**src/hdl/binary_to_bcd_display_digits_top_assert.svh**
```systemverilog
// assertion macros for the binary to bcd display digit converter
// used by binary_to_bcd_display_digits_top.sv, no other dependencies
`ifndef BINARY_TO_BCD_DISPLAY_DIGITS_TOP_ASSERT_SVH
`define BINARY_TO_BCD_DISPLAY_DIGITS_TOP_ASSERT_SVH

`ifndef SYNTHESIS

// same-cycle implication
`define BCDD_ASSERT_IMPLIES(label, clk, rst, ante, cons) \
   label: assert property (@(posedge clk) disable iff (rst) (ante) |-> (cons)) \
      else $error("bcdd assertion failed");

// next-cycle implication
`define BCDD_ASSERT_NEXT(label, clk, rst, ante, cons) \
   label: assert property (@(posedge clk) disable iff (rst) (ante) |=> (cons)) \
      else $error("bcdd assertion failed");

`else

`define BCDD_ASSERT_IMPLIES(label, clk, rst, ante, cons)
`define BCDD_ASSERT_NEXT(label, clk, rst, ante, cons)

`endif

`endif

```
**src/hdl/bcdd_pkg.sv**
```systemverilog
// types, constants and double-dabble helper functions for the bcd display converter
// no dependencies
`timescale 1ns / 1ps

package bcdd_pkg;

   localparam int VALUE_W        = 32;
   localparam int BCD_W          = 32;
   localparam int EN_W           = 8;
   localparam int DIGIT_W        = 4;
   localparam int MAX_DIGITS     = 10;
   localparam int OUT_DIGITS     = BCD_W / DIGIT_W;
   localparam int NUM_STAGES     = 4;
   localparam int BITS_PER_STAGE = VALUE_W / NUM_STAGES;

   localparam logic [DIGIT_W-1:0] ADJ_LIMIT = DIGIT_W'(5);
   localparam logic [DIGIT_W-1:0] ADJ_ADD   = DIGIT_W'(3);
   localparam logic [DIGIT_W-1:0] DIGIT_MAX = DIGIT_W'(9);

   typedef logic [MAX_DIGITS*DIGIT_W-1:0] digits_type;

   typedef struct packed {
      digits_type         bcd;
      logic [VALUE_W-1:0] bin;
   } dabble_type;

   // one add-3 and shift step
   function automatic digits_type dabble_step(digits_type bcd, logic msb);
      digits_type         adj;
      logic [DIGIT_W-1:0] d;
      adj = bcd;
      for (int k = 0; k < MAX_DIGITS; k++) begin
         d = bcd[k*DIGIT_W +: DIGIT_W];
         if (d >= ADJ_LIMIT) begin
            adj[k*DIGIT_W +: DIGIT_W] = d + ADJ_ADD;
         end
      end
      return {adj[MAX_DIGITS*DIGIT_W-2:0], msb};
   endfunction

   // one pipeline stage worth of input bits
   function automatic dabble_type dabble_stage(dabble_type s);
      dabble_type r;
      r = s;
      for (int i = 0; i < BITS_PER_STAGE; i++) begin
         r.bcd = dabble_step(r.bcd, r.bin[VALUE_W-1]);
         r.bin = {r.bin[VALUE_W-2:0], 1'b0};
      end
      return r;
   endfunction

   function automatic logic bcd_digits_ok(logic [BCD_W-1:0] b);
      logic ok;
      ok = 1'b1;
      for (int k = 0; k < OUT_DIGITS; k++) begin
         if (b[k*DIGIT_W +: DIGIT_W] > DIGIT_MAX) begin
            ok = 1'b0;
         end
      end
      return ok;
   endfunction

endpackage

```
**src/hdl/binary_to_bcd_display_digits_top.sv**
```systemverilog
// channel  dir  ports                                    beat
// req      in   req_valid req_stall req_value            one 32-bit binary value
// rsp      out  rsp_valid rsp_stall rsp_bcd_digits       packed bcd + active-low enables
//                rsp_digit_enable_n
// one beat accepted per cycle unless req_stall is high; four double-dabble stages of eight
// bits each, then the enable / truncation stage
// reset is synchronous and clears only the stage and output valid bits
// rsp_stall holds the output register and backs up through per-stage ready, so
// empty stages still fill while the output is stalled
// depends on bcdd_pkg and binary_to_bcd_display_digits_top_assert.svh
`timescale 1ns / 1ps
`include "binary_to_bcd_display_digits_top_assert.svh"

module binary_to_bcd_display_digits_top #(
   parameter int NUM_DIGITS = 8
) (
   input  logic                          clock,
   input  logic                          reset,
   input  logic                          req_valid,
   output logic                          req_stall,
   input  logic [bcdd_pkg::VALUE_W-1:0]  req_value,
   output logic                          rsp_valid,
   input  logic                          rsp_stall,
   output logic [bcdd_pkg::BCD_W-1:0]    rsp_bcd_digits,
   output logic [bcdd_pkg::EN_W-1:0]     rsp_digit_enable_n
);

   import bcdd_pkg::*;

   localparam int LAST = NUM_STAGES - 1;

   logic [NUM_STAGES-1:0] st_valid_ff;
   logic [NUM_STAGES-1:0] st_valid_in;
   logic [NUM_STAGES-1:0] st_ready;
   dabble_type            st_ff [NUM_STAGES];
   dabble_type            st_in [NUM_STAGES];

   logic                  rsp_valid_ff;
   logic                  rsp_ready;
   logic [BCD_W-1:0]      rsp_bcd_digits_ff;
   logic [BCD_W-1:0]      rsp_bcd_digits_in;
   logic [EN_W-1:0]       rsp_digit_enable_n_ff;
   logic [EN_W-1:0]       rsp_digit_enable_n_in;

   logic [MAX_DIGITS-1:0] above_nz;
   digits_type            last_bcd;

   logic [EN_W-1:0]       rsp_lit;
   logic [EN_W-1:0]       rsp_lit_inc;
   logic                  dark_zero;

   // ready chain
   assign rsp_ready = !rsp_valid_ff || !rsp_stall;

   always_comb begin
      st_ready[LAST] = !st_valid_ff[LAST] || rsp_ready;
      for (int i = LAST - 1; i >= 0; i--) begin
         st_ready[i] = !st_valid_ff[i] || st_ready[i+1];
      end
   end

   assign req_stall = !st_ready[0];

   // dabble stages
   always_comb begin
      st_in[0]       = dabble_stage('{bcd: '0, bin: req_value});
      st_valid_in[0] = req_valid;
      for (int i = 1; i < NUM_STAGES; i++) begin
         st_in[i]       = dabble_stage(st_ff[i-1]);
         st_valid_in[i] = st_valid_ff[i-1];
      end
   end

   always_ff @(posedge clock) begin
      if (reset) begin
         st_valid_ff <= '0;
      end else begin
         for (int i = 0; i < NUM_STAGES; i++) begin
            if (st_ready[i]) begin
               st_valid_ff[i] <= st_valid_in[i];
            end
         end
      end
   end

   always_ff @(posedge clock) begin
      for (int i = 0; i < NUM_STAGES; i++) begin
         if (st_ready[i] && st_valid_in[i]) begin
            st_ff[i] <= st_in[i];
         end
      end
   end

   // digit select and enable mask
   assign last_bcd = st_ff[LAST].bcd;

   always_comb begin
      above_nz[MAX_DIGITS-1] = |last_bcd[(MAX_DIGITS-1)*DIGIT_W +: DIGIT_W];
      for (int k = MAX_DIGITS - 2; k >= 0; k--) begin
         above_nz[k] = above_nz[k+1] | (|last_bcd[k*DIGIT_W +: DIGIT_W]);
      end
   end

   always_comb begin
      rsp_bcd_digits_in     = '0;
      rsp_digit_enable_n_in = '1;
      for (int k = 0; k < OUT_DIGITS; k++) begin
         if (k < NUM_DIGITS) begin
            rsp_bcd_digits_in[k*DIGIT_W +: DIGIT_W] = last_bcd[k*DIGIT_W +: DIGIT_W];
            rsp_digit_enable_n_in[k]                = !above_nz[k];
         end
      end
   end

   always_ff @(posedge clock) begin
      if (reset) begin
         rsp_valid_ff <= 1'b0;
      end else if (rsp_ready) begin
         rsp_valid_ff <= st_valid_ff[LAST];
      end
   end

   always_ff @(posedge clock) begin
      if (rsp_ready && st_valid_ff[LAST]) begin
         rsp_bcd_digits_ff     <= rsp_bcd_digits_in;
         rsp_digit_enable_n_ff <= rsp_digit_enable_n_in;
      end
   end

   assign rsp_valid          = rsp_valid_ff;
   assign rsp_bcd_digits     = rsp_bcd_digits_ff;
   assign rsp_digit_enable_n = rsp_digit_enable_n_ff;

   // checks
   assign rsp_lit     = ~rsp_digit_enable_n_ff;
   assign rsp_lit_inc = rsp_lit + EN_W'(1);

   always_comb begin
      dark_zero = 1'b1;
      for (int k = 0; k < OUT_DIGITS; k++) begin
         if (rsp_digit_enable_n_ff[k] && (|rsp_bcd_digits_ff[k*DIGIT_W +: DIGIT_W])) begin
            dark_zero = 1'b0;
         end
      end
   end

   `BCDD_ASSERT_IMPLIES(a_digits_decimal, clock, reset, rsp_valid_ff, bcd_digits_ok(rsp_bcd_digits_ff))
   `BCDD_ASSERT_IMPLIES(a_enable_contiguous, clock, reset, rsp_valid_ff, (rsp_lit & rsp_lit_inc) == '0)
   `BCDD_ASSERT_IMPLIES(a_dark_digits_zero, clock, reset, rsp_valid_ff, dark_zero)
   `BCDD_ASSERT_NEXT(a_accept_enters_pipe, clock, reset, req_valid && !req_stall, st_valid_ff[0])

endmodule
```
**config.mk**
```make
export PLATFORM = sky130hd
export DESIGN_NAME = binary_to_bcd_display_digits_top
export DESIGN_NICKNAME = d
export VERILOG_FILES = /design/src/hdl/bcdd_pkg.sv /design/src/hdl/binary_to_bcd_display_digits_top.sv
export VERILOG_INCLUDE_DIRS = /design/src /design/src/hdl
export SDC_FILE = /design/constraint.sdc
export NUM_CORES = 1
export LEC_CHECK = 0
export BUFFER_PORTS_ARGS = -buffer_cell sky130_fd_sc_hd__buf_2
export CORE_MARGIN = 2
export CORE_UTILIZATION = 57
export CTS_CLUSTER_SIZE = 24
export DETAILED_ROUTE_END_ITERATION = 8
export MAX_ROUTING_LAYER = met4
export PLACE_DENSITY = 0.7
export SLEW_MARGIN = 25
export SYNTH_ARGS = -nofsm -noshare
export SYNTH_HDL_FRONTEND = slang
export SYNTH_SLANG_ARGS = --single-unit
```
**constraint.sdc**
```tcl
create_clock -name clock -period 9.1 [get_ports clock]
set_input_delay 0.91 -clock clock [delete_from_list [all_inputs] [get_ports clock]]
set_output_delay 0.91 -clock clock [all_outputs]
set_load 0.05 [all_outputs]
```
* Word-level counts from Yosys, hierarchy flattened
Memory sizes are Yosys's and may differ from the RTL's.
Index checks and enable logic that the tools add are counted.
** Cells by class
- Add/sub/neg operators :: 247
- Order comparisons :: 247
- Multiplexer cells :: 255
- Bitwise logic cells :: 9
- Reductions and logical operators :: 35
** Operators by type and width (number)
- 4-bit by 3-bit >= comparator with 1-bit output (second input constant) :: 245
- 4-bit 2-to-1 mux :: 223
- 4-bit by 2-bit adder with 4-bit output (second input constant) :: 221
- 3-bit by 2-bit adder with 3-bit output (second input constant) :: 24
- 3-bit 2-to-1 mux :: 24
- 4-bit OR reduction :: 10
- 1-bit logical NOT :: 15
- 1-bit bitwise OR :: 9
- 3-bit by 2-bit adder with 4-bit output (second input constant) :: 2
- 1-bit 2-to-1 mux :: 8
- 3-bit >= comparator (second input constant) :: 2
- 1-bit logical AND :: 5
- 1-bit logical OR :: 5
** Storage, ports and cells
- Bits in registers :: 45
- RAM bits :: 256
- Bits of input ports :: 36
- Output and inout bits :: 42
- Logic and storage cells :: 801
- Memories kept :: 1
** Memory list
- st_ff :: words 4, width 64, read ports 4, clocked after Yosys merged registers in 0, wr ports 4, RTL line binary_to_bcd_display_digits_top.sv:35 : dabble_type st_ff [NUM_STAGES];

* Depth between registers and ports, before layout
Gate-level depths: netlist of the first run.
An unclocked memory read counts as a cell.
- Depth in word-level cells :: 17
- Mapped depth :: 38
- Mapped depth without buffers :: 36

* Least setup slack after synthesis of the first run
OpenSTA, ideal clock, no wires.
- Kind :: register to register
- Start :: memory st_ff[2][24] (netlist name)
- End :: memory st_ff[3][29] (netlist name) (data pin)
- Setup time :: 0.265 ns
- Arrival :: 6.787 ns
- Data required time :: 8.835 ns
- Slack :: 2.048 ns
- Stages on the path, launching flop included :: 37
- Buffers on the path :: 1
- Clock period less this slack :: 7.052 ns
- Cells stage by stage :: edfxtp_1 -> clkbuf_1 -> inv_1 -> ha_1 -> and2_1 -> a21oi_1 -> a21oi_1 -> a221o_1 -> inv_2 -> ha_1 -> inv_1 -> o32ai_1 -> a2bb2oi_1 -> o41a_1 -> inv_1 -> ha_1 -> nand4_1 -> o311ai_1 -> nor3_2 -> xnor2_1 -> inv_1 -> ha_1 -> inv_1 -> a211o_1 -> and2_1 -> ha_1 -> inv_1 -> a31o_2 -> a21oi_1 -> nor2_1 -> ha_1 -> or3_1 -> a21o_1 -> mux2_2 -> nand2b_1 -> a21oi_1 -> xor2_1
** RTL lines (RTL line)
- start, declared :: binary_to_bcd_display_digits_top.sv:35

==> results of run 1 <==
## final timing paths
kind / start / end / slack, ns
hold / removal: st_ff[1][10] / st_ff[2][18] / 0.42
setup / recovery: st_ff[2][24] / st_ff[3][29] / 1.08
setup reg to reg: st_ff[2][24] / st_ff[3][29] / 1.08
hold reg to reg: st_ff[1][10] / st_ff[2][18] / 0.42
## final cells by class
class	instances	area share, %
multi-input combinational	2721	68.4
tap	592	2.76
clock buffer	18	1.60
clock inverter	14	0.723
inverter	215	3.01
sequential	195	21.6
timing repair buffer	89	1.89
## logic make-up (layout without fill, tap and decap cells)
kind of cell,after synthesis,after routing
adder cells (fa/ha/maj),147,147
buffers and inverters,324,336
XOR/XNOR,118,118
AND/OR/NAND/NOR,1121,1121
multiplexers,166,166
flip-flops,195,195
AO/OA/AOI/OAI,1169,1169
## cells in the final DEF, fill, tap and decap left out, types with 41 or more instances in the layout
| master | instances |
|---|---|
| inv_1 | 207 |
| o211ai_1 | 55 |
| o21ai_0 | 238 |
| nand2b_1 | 59 |
| o22ai_1 | 41 |
| xnor2_1 | 83 |
| and2_1 | 56 |
| a21o_1 | 52 |
| a21oi_1 | 223 |
| nor2_1 | 256 |
| a211oi_1 | 56 |
| nand2_1 | 289 |
| mux2_2 | 54 |
| ha_1 | 142 |
| edfxtp_1 | 190 |
| buf_2 | 77 |
| mux2i_1 | 109 |
| nor3_1 | 91 |
| nand3_1 | 94 |
## metal layers
| metal | track usage [%] | vias up |
|---|---|---|
| met4 | 6.37 | 0 |
| met2 | 41.2 | 416 |
| met3 | 2.90 | 44 |
| li1 | - | 12300 |
| met5 | - | - |
| met1 | 29.5 | 11200 |
## flip-flops by register name, indices dropped and copies added (netlist names)
register            cells
rsp_digit_enable_n      8
st_valid_ff             4
rsp_bcd_digits         32
rsp_valid               1
st_ff                 150
## through the flow
stage          instances  hold slack (ns)
2_1_floorplan       3240            0.400
3_3_place_gp        3810            0.402
3_5_place_dp        3810            0.405
4_1_cts             3842            0.417
5_1_grt             3844            0.424
6_report            3844            0.415
## critical path: cells and delay by family (launching register included)
family	cells	cell delay (ns)
AOI/OAI and AO/OA	12	3.03
and+or+nand+nor	7	1.54
adders and majority gates	6	1.34
buffers and inverters	7	0.68
DFF	1	0.56
xor gates and xnor gates	2	0.30
muxes	1	0.27
==> reports/qor.yml, run 1 <==
sta:
  fin_ws_ns: 1.08
  setup_tns_ns: 0
  drv_slew: 0
  rsz0062_at_grt: "no"
  worst-slew-pin-transition_ns: 0.989
  post-route-min-period_ns: 8.02
  worst_slew_margin_rel_pct: 33.2
  setup_viol: 0
  fmax_ghz: 0.125
  finalClockSkew_ns: 0.0154
  final_hold_viol_count: 0
  period_share_pct: 88.1
synth:
  post_synthesis_compound_gate_area_fraction_pct: 31.9
  ys_seq_elements: 195
  synthesis.nets: 3418
  synth_enable_flop_cells: 190
  combinational_family_with_the_most_area_after_synthesis: "compound AO/OA/AOI/OAI gates"
  netlist-cell-type-count: 117
  postSynthCellCount: 3240
  post_synth_instance_area_sq_um: 25400
  synth.cells.most_frequent: "nand2_1 (289), nor2_1 (257), o21ai_0 (239)"
  yosysMostFrequentCell: "nand2_1"
  ys_seq_area_share_pct: 22.9
  yosysWarningCount: 0
  synth_simple_gate_area_share_pct: 21.8
  synth.mux.area_fraction_pct: 6.86
  synth_area_per_cell_sq_um: 7.83
  synth_flop_cell: "edfxtp_1"
  synth.top_cells.by_area: "edfxtp_1 (22%), ha_1 (7.0%), o21ai_0 (4.7%)"
  synth_top_cell_area_share_pct: 22.5
  yosysTopAreaCell: "edfxtp_1"
  yosys.area_share.adder_pct: 7.21
  synthXorXnorAreaFrac_pct: 4.25
  proportion_of_register_bits_with_asynchronous_set_or_reset_after_synthesis_pct: 0
run:
  drv.max_cap_violation_count: 0
worst_hold_path:
  timing.hold.worst_path_depth: 0
  holdCritPathClass: "reg -> reg"
worst_setup_path:
  cp-start-kind: "flop"
  crit_path_top_delay_cell: "edfxtp_1"
  worstRegToRegCells: 35
  cp-end-kind: "flop"
  critPathMaxStageDelay_ns: 0.56
  timing.critical_path.required_ns: 9.33
  critPathArrivalTime_ns: 8.25
  crit_fanout: 14
  criticalPathCategory: "reg -> reg"
cts:
  clock_h_tree_levels: 4
  cts.sinks: 195
  cts_root_buffer: "clkbuf_16"
  cts_tree: "yes"
  numCtsBuffers: 17
  clkTransAtPathRegs_ns: 0.08
  clock_insertion_delay_worst_skew_ns: 0.50
  cts_buffer_depth: 2
  post-cts-setup-buffer-count: 0
  post_cts_resized: 0
  count_of_hold_buffers_inserted_by_post_cts_repair: 0
cells_and_area:
  nets: 3417
  filler_cell_count: 3883
  utilization_pct: 60.9
  multi_input_area_sq_um: 18300
  num_antenna_cells: 0
  drive_gt1_share_pct: 9.35
  area.sequential_sq_um: 5810
  areaGrowthSynthToFinish_pct: 5.76
  stdcell_area_sq_um: 26800
placement:
  place_hpwl_mm: 41.4
  place_worst_setup_slack_ns: 1.21
  globalplace.congestion: 0.855
  portBuffers: 77
  placement.cell_area_sq_um: 26100
detailed_routing:
  num_vias: 24000
  drcViolationCount: 0
  detail-route-antenna-nets: 0
  met3_wire_length_mm: 1.70
  wire_per_inst_um: 14.1
  route.detailed.vias_per_inst: 6.23
  top_signal_layer_used: "met4"
  met2WireLength_mm: 26.3
  drtIter0Drc: 1646
  routed_wirelength_mm: 54.3
  drt_first_pass_iters: 6
  routedLengthMet1_mm: 25.7
floorplan:
  pin_count: 78
  row_count: 77
  initial_utilization_pct: 57.6
  area_of_the_die_sq_um: 46200
  die_width_um: 215
  design.core.area_sq_um: 44000
  dieHeight_um: 215
run_status:
  result_of_the_run: "complete, no violations"
global_routing:
  maximum_number_of_pins_on_one_net_before_global_route_repair: 41
  total_global_routing_track_utilization_pct: 23.9
  grt_antenna_before_repair: 0
  vias_in_the_first_global_route: 21900
  wire_length_of_the_first_global_routing_pass_mm: 94.4
  grt_remaining_overflow: 0
Power of run 1 is left out: the tool's default activity adds up to more than one toggle a clock period on the data nets, which glitch-free logic cannot reach.
==> inputs of run 2 (changes only) <==
--- a/config.mk
+++ b/config.mk
@@ -6,11 +6,13 @@
 export SDC_FILE = /design/constraint.sdc
 export NUM_CORES = 1
 export LEC_CHECK = 0
+export ABC_AREA = 1
 export BUFFER_PORTS_ARGS = -buffer_cell sky130_fd_sc_hd__buf_2
 export CORE_MARGIN = 2
 export CORE_UTILIZATION = 57
 export CTS_CLUSTER_SIZE = 24
 export DETAILED_ROUTE_END_ITERATION = 8
+export GPL_TIMING_DRIVEN = 1
 export MAX_ROUTING_LAYER = met4
 export PLACE_DENSITY = 0.7
 export SLEW_MARGIN = 25
==> run 2 against run 1 <==
Effect of this change: fmax increased by 27%; worst hold slack improved by 0.0073 ns; count of clock-buffer cells in the layout decreased by 1.
==> reports/qor.yml, run 2 <==
run_status:
  result_of_the_run: "complete, no violations"  # unchanged
cts:
  cts_buffer_depth: 2  # unchanged
  post_cts_resized: 0  # unchanged
  cts_root_buffer: "clkbuf_16"  # unchanged
  clock_insertion_delay_worst_skew_ns: 0.46  # was 0.50 ns
  post-cts-setup-buffer-count: 0  # unchanged
  numCtsBuffers: 17  # unchanged
  clock_h_tree_levels: 4  # unchanged
  count_of_hold_buffers_inserted_by_post_cts_repair: 0  # unchanged
  clkTransAtPathRegs_ns: 0.08  # about the same
  cts_tree: "yes"  # unchanged
  cts.sinks: 195  # unchanged
synth:
  post_synth_instance_area_sq_um: 21700  # was 25400 sq um
  synth.top_cells.by_area: "edfxtp_1 (26%), nand2_1 (18%), inv_1 (8.8%)"  # was edfxtp_1 (22%), ha_1 (7.0%), o21ai_0 (4.7%)
  synth_flop_cell: "edfxtp_1"  # unchanged
  synth_enable_flop_cells: 190  # unchanged
  postSynthCellCount: 3152  # was 3240
  yosysTopAreaCell: "edfxtp_1"  # unchanged
  synth_top_cell_area_share_pct: 26.3  # was 22.5%
  synth.cells.most_frequent: "nand2_1 (1021), inv_1 (508), nand3_1 (314)"  # was nand2_1 (289), nor2_1 (257), o21ai_0 (239)
  proportion_of_register_bits_with_asynchronous_set_or_reset_after_synthesis_pct: 0  # unchanged
  ys_seq_area_share_pct: 26.7  # was 22.9%
  synth_area_per_cell_sq_um: 6.89  # was 7.83 sq um
  synthesis.nets: 3330  # was 3418
  ys_seq_elements: 195  # unchanged
  yosysWarningCount: 0  # unchanged
  netlist-cell-type-count: 50  # was 117
  yosysMostFrequentCell: "nand2_1"  # unchanged
worst_hold_path:
  worst_hold_path.endpoint: "st_ff[2][17]"  # was st_ff[2][18]
  holdCritPathClass: "reg -> reg"  # unchanged
  timing.hold.worst_path_depth: 0  # unchanged
  hold_start: "st_ff[1][9]"  # was st_ff[1][10]
cells_and_area:
  stdcell_area_sq_um: 23500  # was 26800 sq um
  utilization_pct: 62.4  # was 60.9%
  largest_register_ff_count: 150  # unchanged
  mostFrequentLayoutCells: "nand2_1 (1021), inv_1 (508), nand3_1 (314)"  # was nand2_1 (289), nor2_1 (256), o21ai_0 (238)
  filler_cell_count: 3393  # was 3883
  largest_register: "st_ff"  # unchanged
  areaGrowthSynthToFinish_pct: 7.96  # was 5.76%
  drive_gt1_share_pct: 18.8  # was 9.35%
  nets: 3430  # was 3417
  num_antenna_cells: 0  # unchanged
  layout.cells.most_common: "nand2_1"  # unchanged
floorplan:
  area_of_the_die_sq_um: 39700  # was 46200 sq um
  design.core.area_sq_um: 37600  # was 44000 sq um
  initial_utilization_pct: 57.8  # was 57.6%
  die_width_um: 199  # was 215 um
  dieHeight_um: 199  # was 215 um
  pin_count: 78  # unchanged
  row_count: 71  # was 77
global_routing:
  total_global_routing_track_utilization_pct: 20.8  # was 23.9%
  grt_antenna_before_repair: 0  # unchanged
  wire_length_of_the_first_global_routing_pass_mm: 69.8  # was 94.4 mm
  maximum_number_of_pins_on_one_net_before_global_route_repair: 41  # unchanged
  grt_remaining_overflow: 0  # unchanged
  vias_in_the_first_global_route: 18000  # was 21.9k
sta:
  setup_tns_ns: 0  # unchanged
  drv_slew: 0  # unchanged
  rsz0062_at_grt: "no"  # unchanged
  post-route-min-period_ns: 6.30  # was 8.02 ns
  worst-slew-pin-transition_ns: 0.636  # was 0.989 ns
  finalClockSkew_ns: 0.0163  # was 0.0154 ns
  final_hold_viol_count: 0  # unchanged
  fmax_ghz: 0.159  # was 0.125 GHz
  period_share_pct: 69.2  # was 88.1%
  setup_viol: 0  # unchanged
  worst_slew_margin_rel_pct: 57.5  # was 33.2%
  fin_ws_ns: 2.80  # was 1.08 ns
run:
  drv.max_cap_violation_count: 0  # unchanged
worst_setup_path:
  crit-reg2reg-capture: "st_ff[3][62]"  # was st_ff[3][29]
  cp-start-kind: "flop"  # unchanged
  timing.critical_path.required_ns: 9.28  # was 9.33 ns
  critPathMaxStageDelay_ns: 0.39  # was 0.56 ns
  cp-end-kind: "flop"  # unchanged
  worst_reg2reg_setup_slack_ns: 2.80  # was 1.08 ns
  worstRegToRegCells: 42  # was 35
  cpMostUsedCell: "inv_1"
  crit_fanout: 5  # was 14
  critPathArrivalTime_ns: 6.48  # was 8.25 ns
  criticalPathCategory: "reg -> reg"  # unchanged
  crit_path_top_delay_cell: "edfxtp_1"  # unchanged
  rr_startpoint: "st_ff[2][52]"  # was st_ff[2][24]
detailed_routing:
  num_vias: 19200  # was 24.0k
  route.detailed.vias_per_inst: 5.09  # was 6.23
  detail-route-antenna-nets: 0  # unchanged
  drtIter0Drc: 588  # was 1646
  drcViolationCount: 0  # unchanged
  routed_wirelength_mm: 37.9  # was 54.3 mm
  drt_first_pass_iters: 5  # was 6
  wire_per_inst_um: 10.0  # was 14.1 um
placement:
  place_worst_setup_slack_ns: 2.84  # was 1.21 ns
  globalplace.congestion: 0.819  # was 0.855
  place_hpwl_mm: 31.8  # was 41.4 mm
  portBuffers: 77  # unchanged
  placement.cell_area_sq_um: 22800  # was 26100 sq um
[run 2: cell types whose count changed in the layout (fill, tap and decap cells not counted), moves of 178 or more]
cell,before,now
nor2_1,256,36
o21ai_0,238,57
nand2_2,0,229
nand3_1,94,314
a21oi_1,223,45
inv_1,207,508
nand2_1,289,1021
[run 2: cells by family after synthesis]
group           count (synthesis)  synth area share [%]
mux                             1                0.0461
flops                         195                  26.7
xor+xnor                       67                  3.39
fa+ha+maj                     142                  8.18
simple gates                 1936                  44.4
compound gates                255                  7.66
buf+inv                       556                  9.61
[run 2: critical path: cells and delay by family, from the launching register on]
family | cells | cell delay (ns)
AO/OA/AOI/OAI | 8 | 1.15
buffers and inverters | 10 | 0.77
flip-flops | 1 | 0.39
AND/OR/NAND/NOR | 13 | 1.58
adder cells (fa/ha/maj) | 8 | 1.49
XOR/XNOR | 3 | 0.65
[run 2: final cells by class]
cell class	instances	area, sq um	share of cell area [%]
Tap cell	511	639	2.73
Timing Repair Buffer	82	483	2.06
Sequential cell	195	5810	24.7
Multi-Input combinational cell	2401	13900	59.1
Clock buffer	17	425	1.81
Inverter	555	2080	8.89
Clock inverter	15	159	0.677
[run 2: how the worst max path moves through the flow]
stage	start	endpoint	slack, ns	cells past startpoint
after floorplan	st_ff[2][52]	st_ff[3][62]	3.44	42
final	st_ff[2][52]	st_ff[3][62]	2.80	42
after detailed placement	st_ff[2][52]	st_ff[3][62]	2.84	42
after global placement	st_ff[2][52]	st_ff[3][62]	3.13	42
after global routing	st_ff[2][52]	st_ff[3][62]	2.07	42
after CTS	st_ff[2][52]	st_ff[3][62]	2.80	42
[run 2: routing by layer]
layer / part of all wire [%] / routed length, um / GRT usage (%)
met5: 0 / 0 / -
met4: 1.3 / 507 / 5.75
met3: 1.7 / 652 / 2.21
met2: 51 / 19400 / 39.2
met1: 46 / 17300 / 23.0
[run 2: through the flow]
step           instances  hold slack [ns]
2_1_floorplan       3152            0.400
3_3_place_gp        3741            0.404
3_5_place_dp        3743            0.405
4_1_cts             3775            0.423
5_1_grt             3776            0.426
6_report            3776            0.423
Power of run 2 is left out for the same reason.
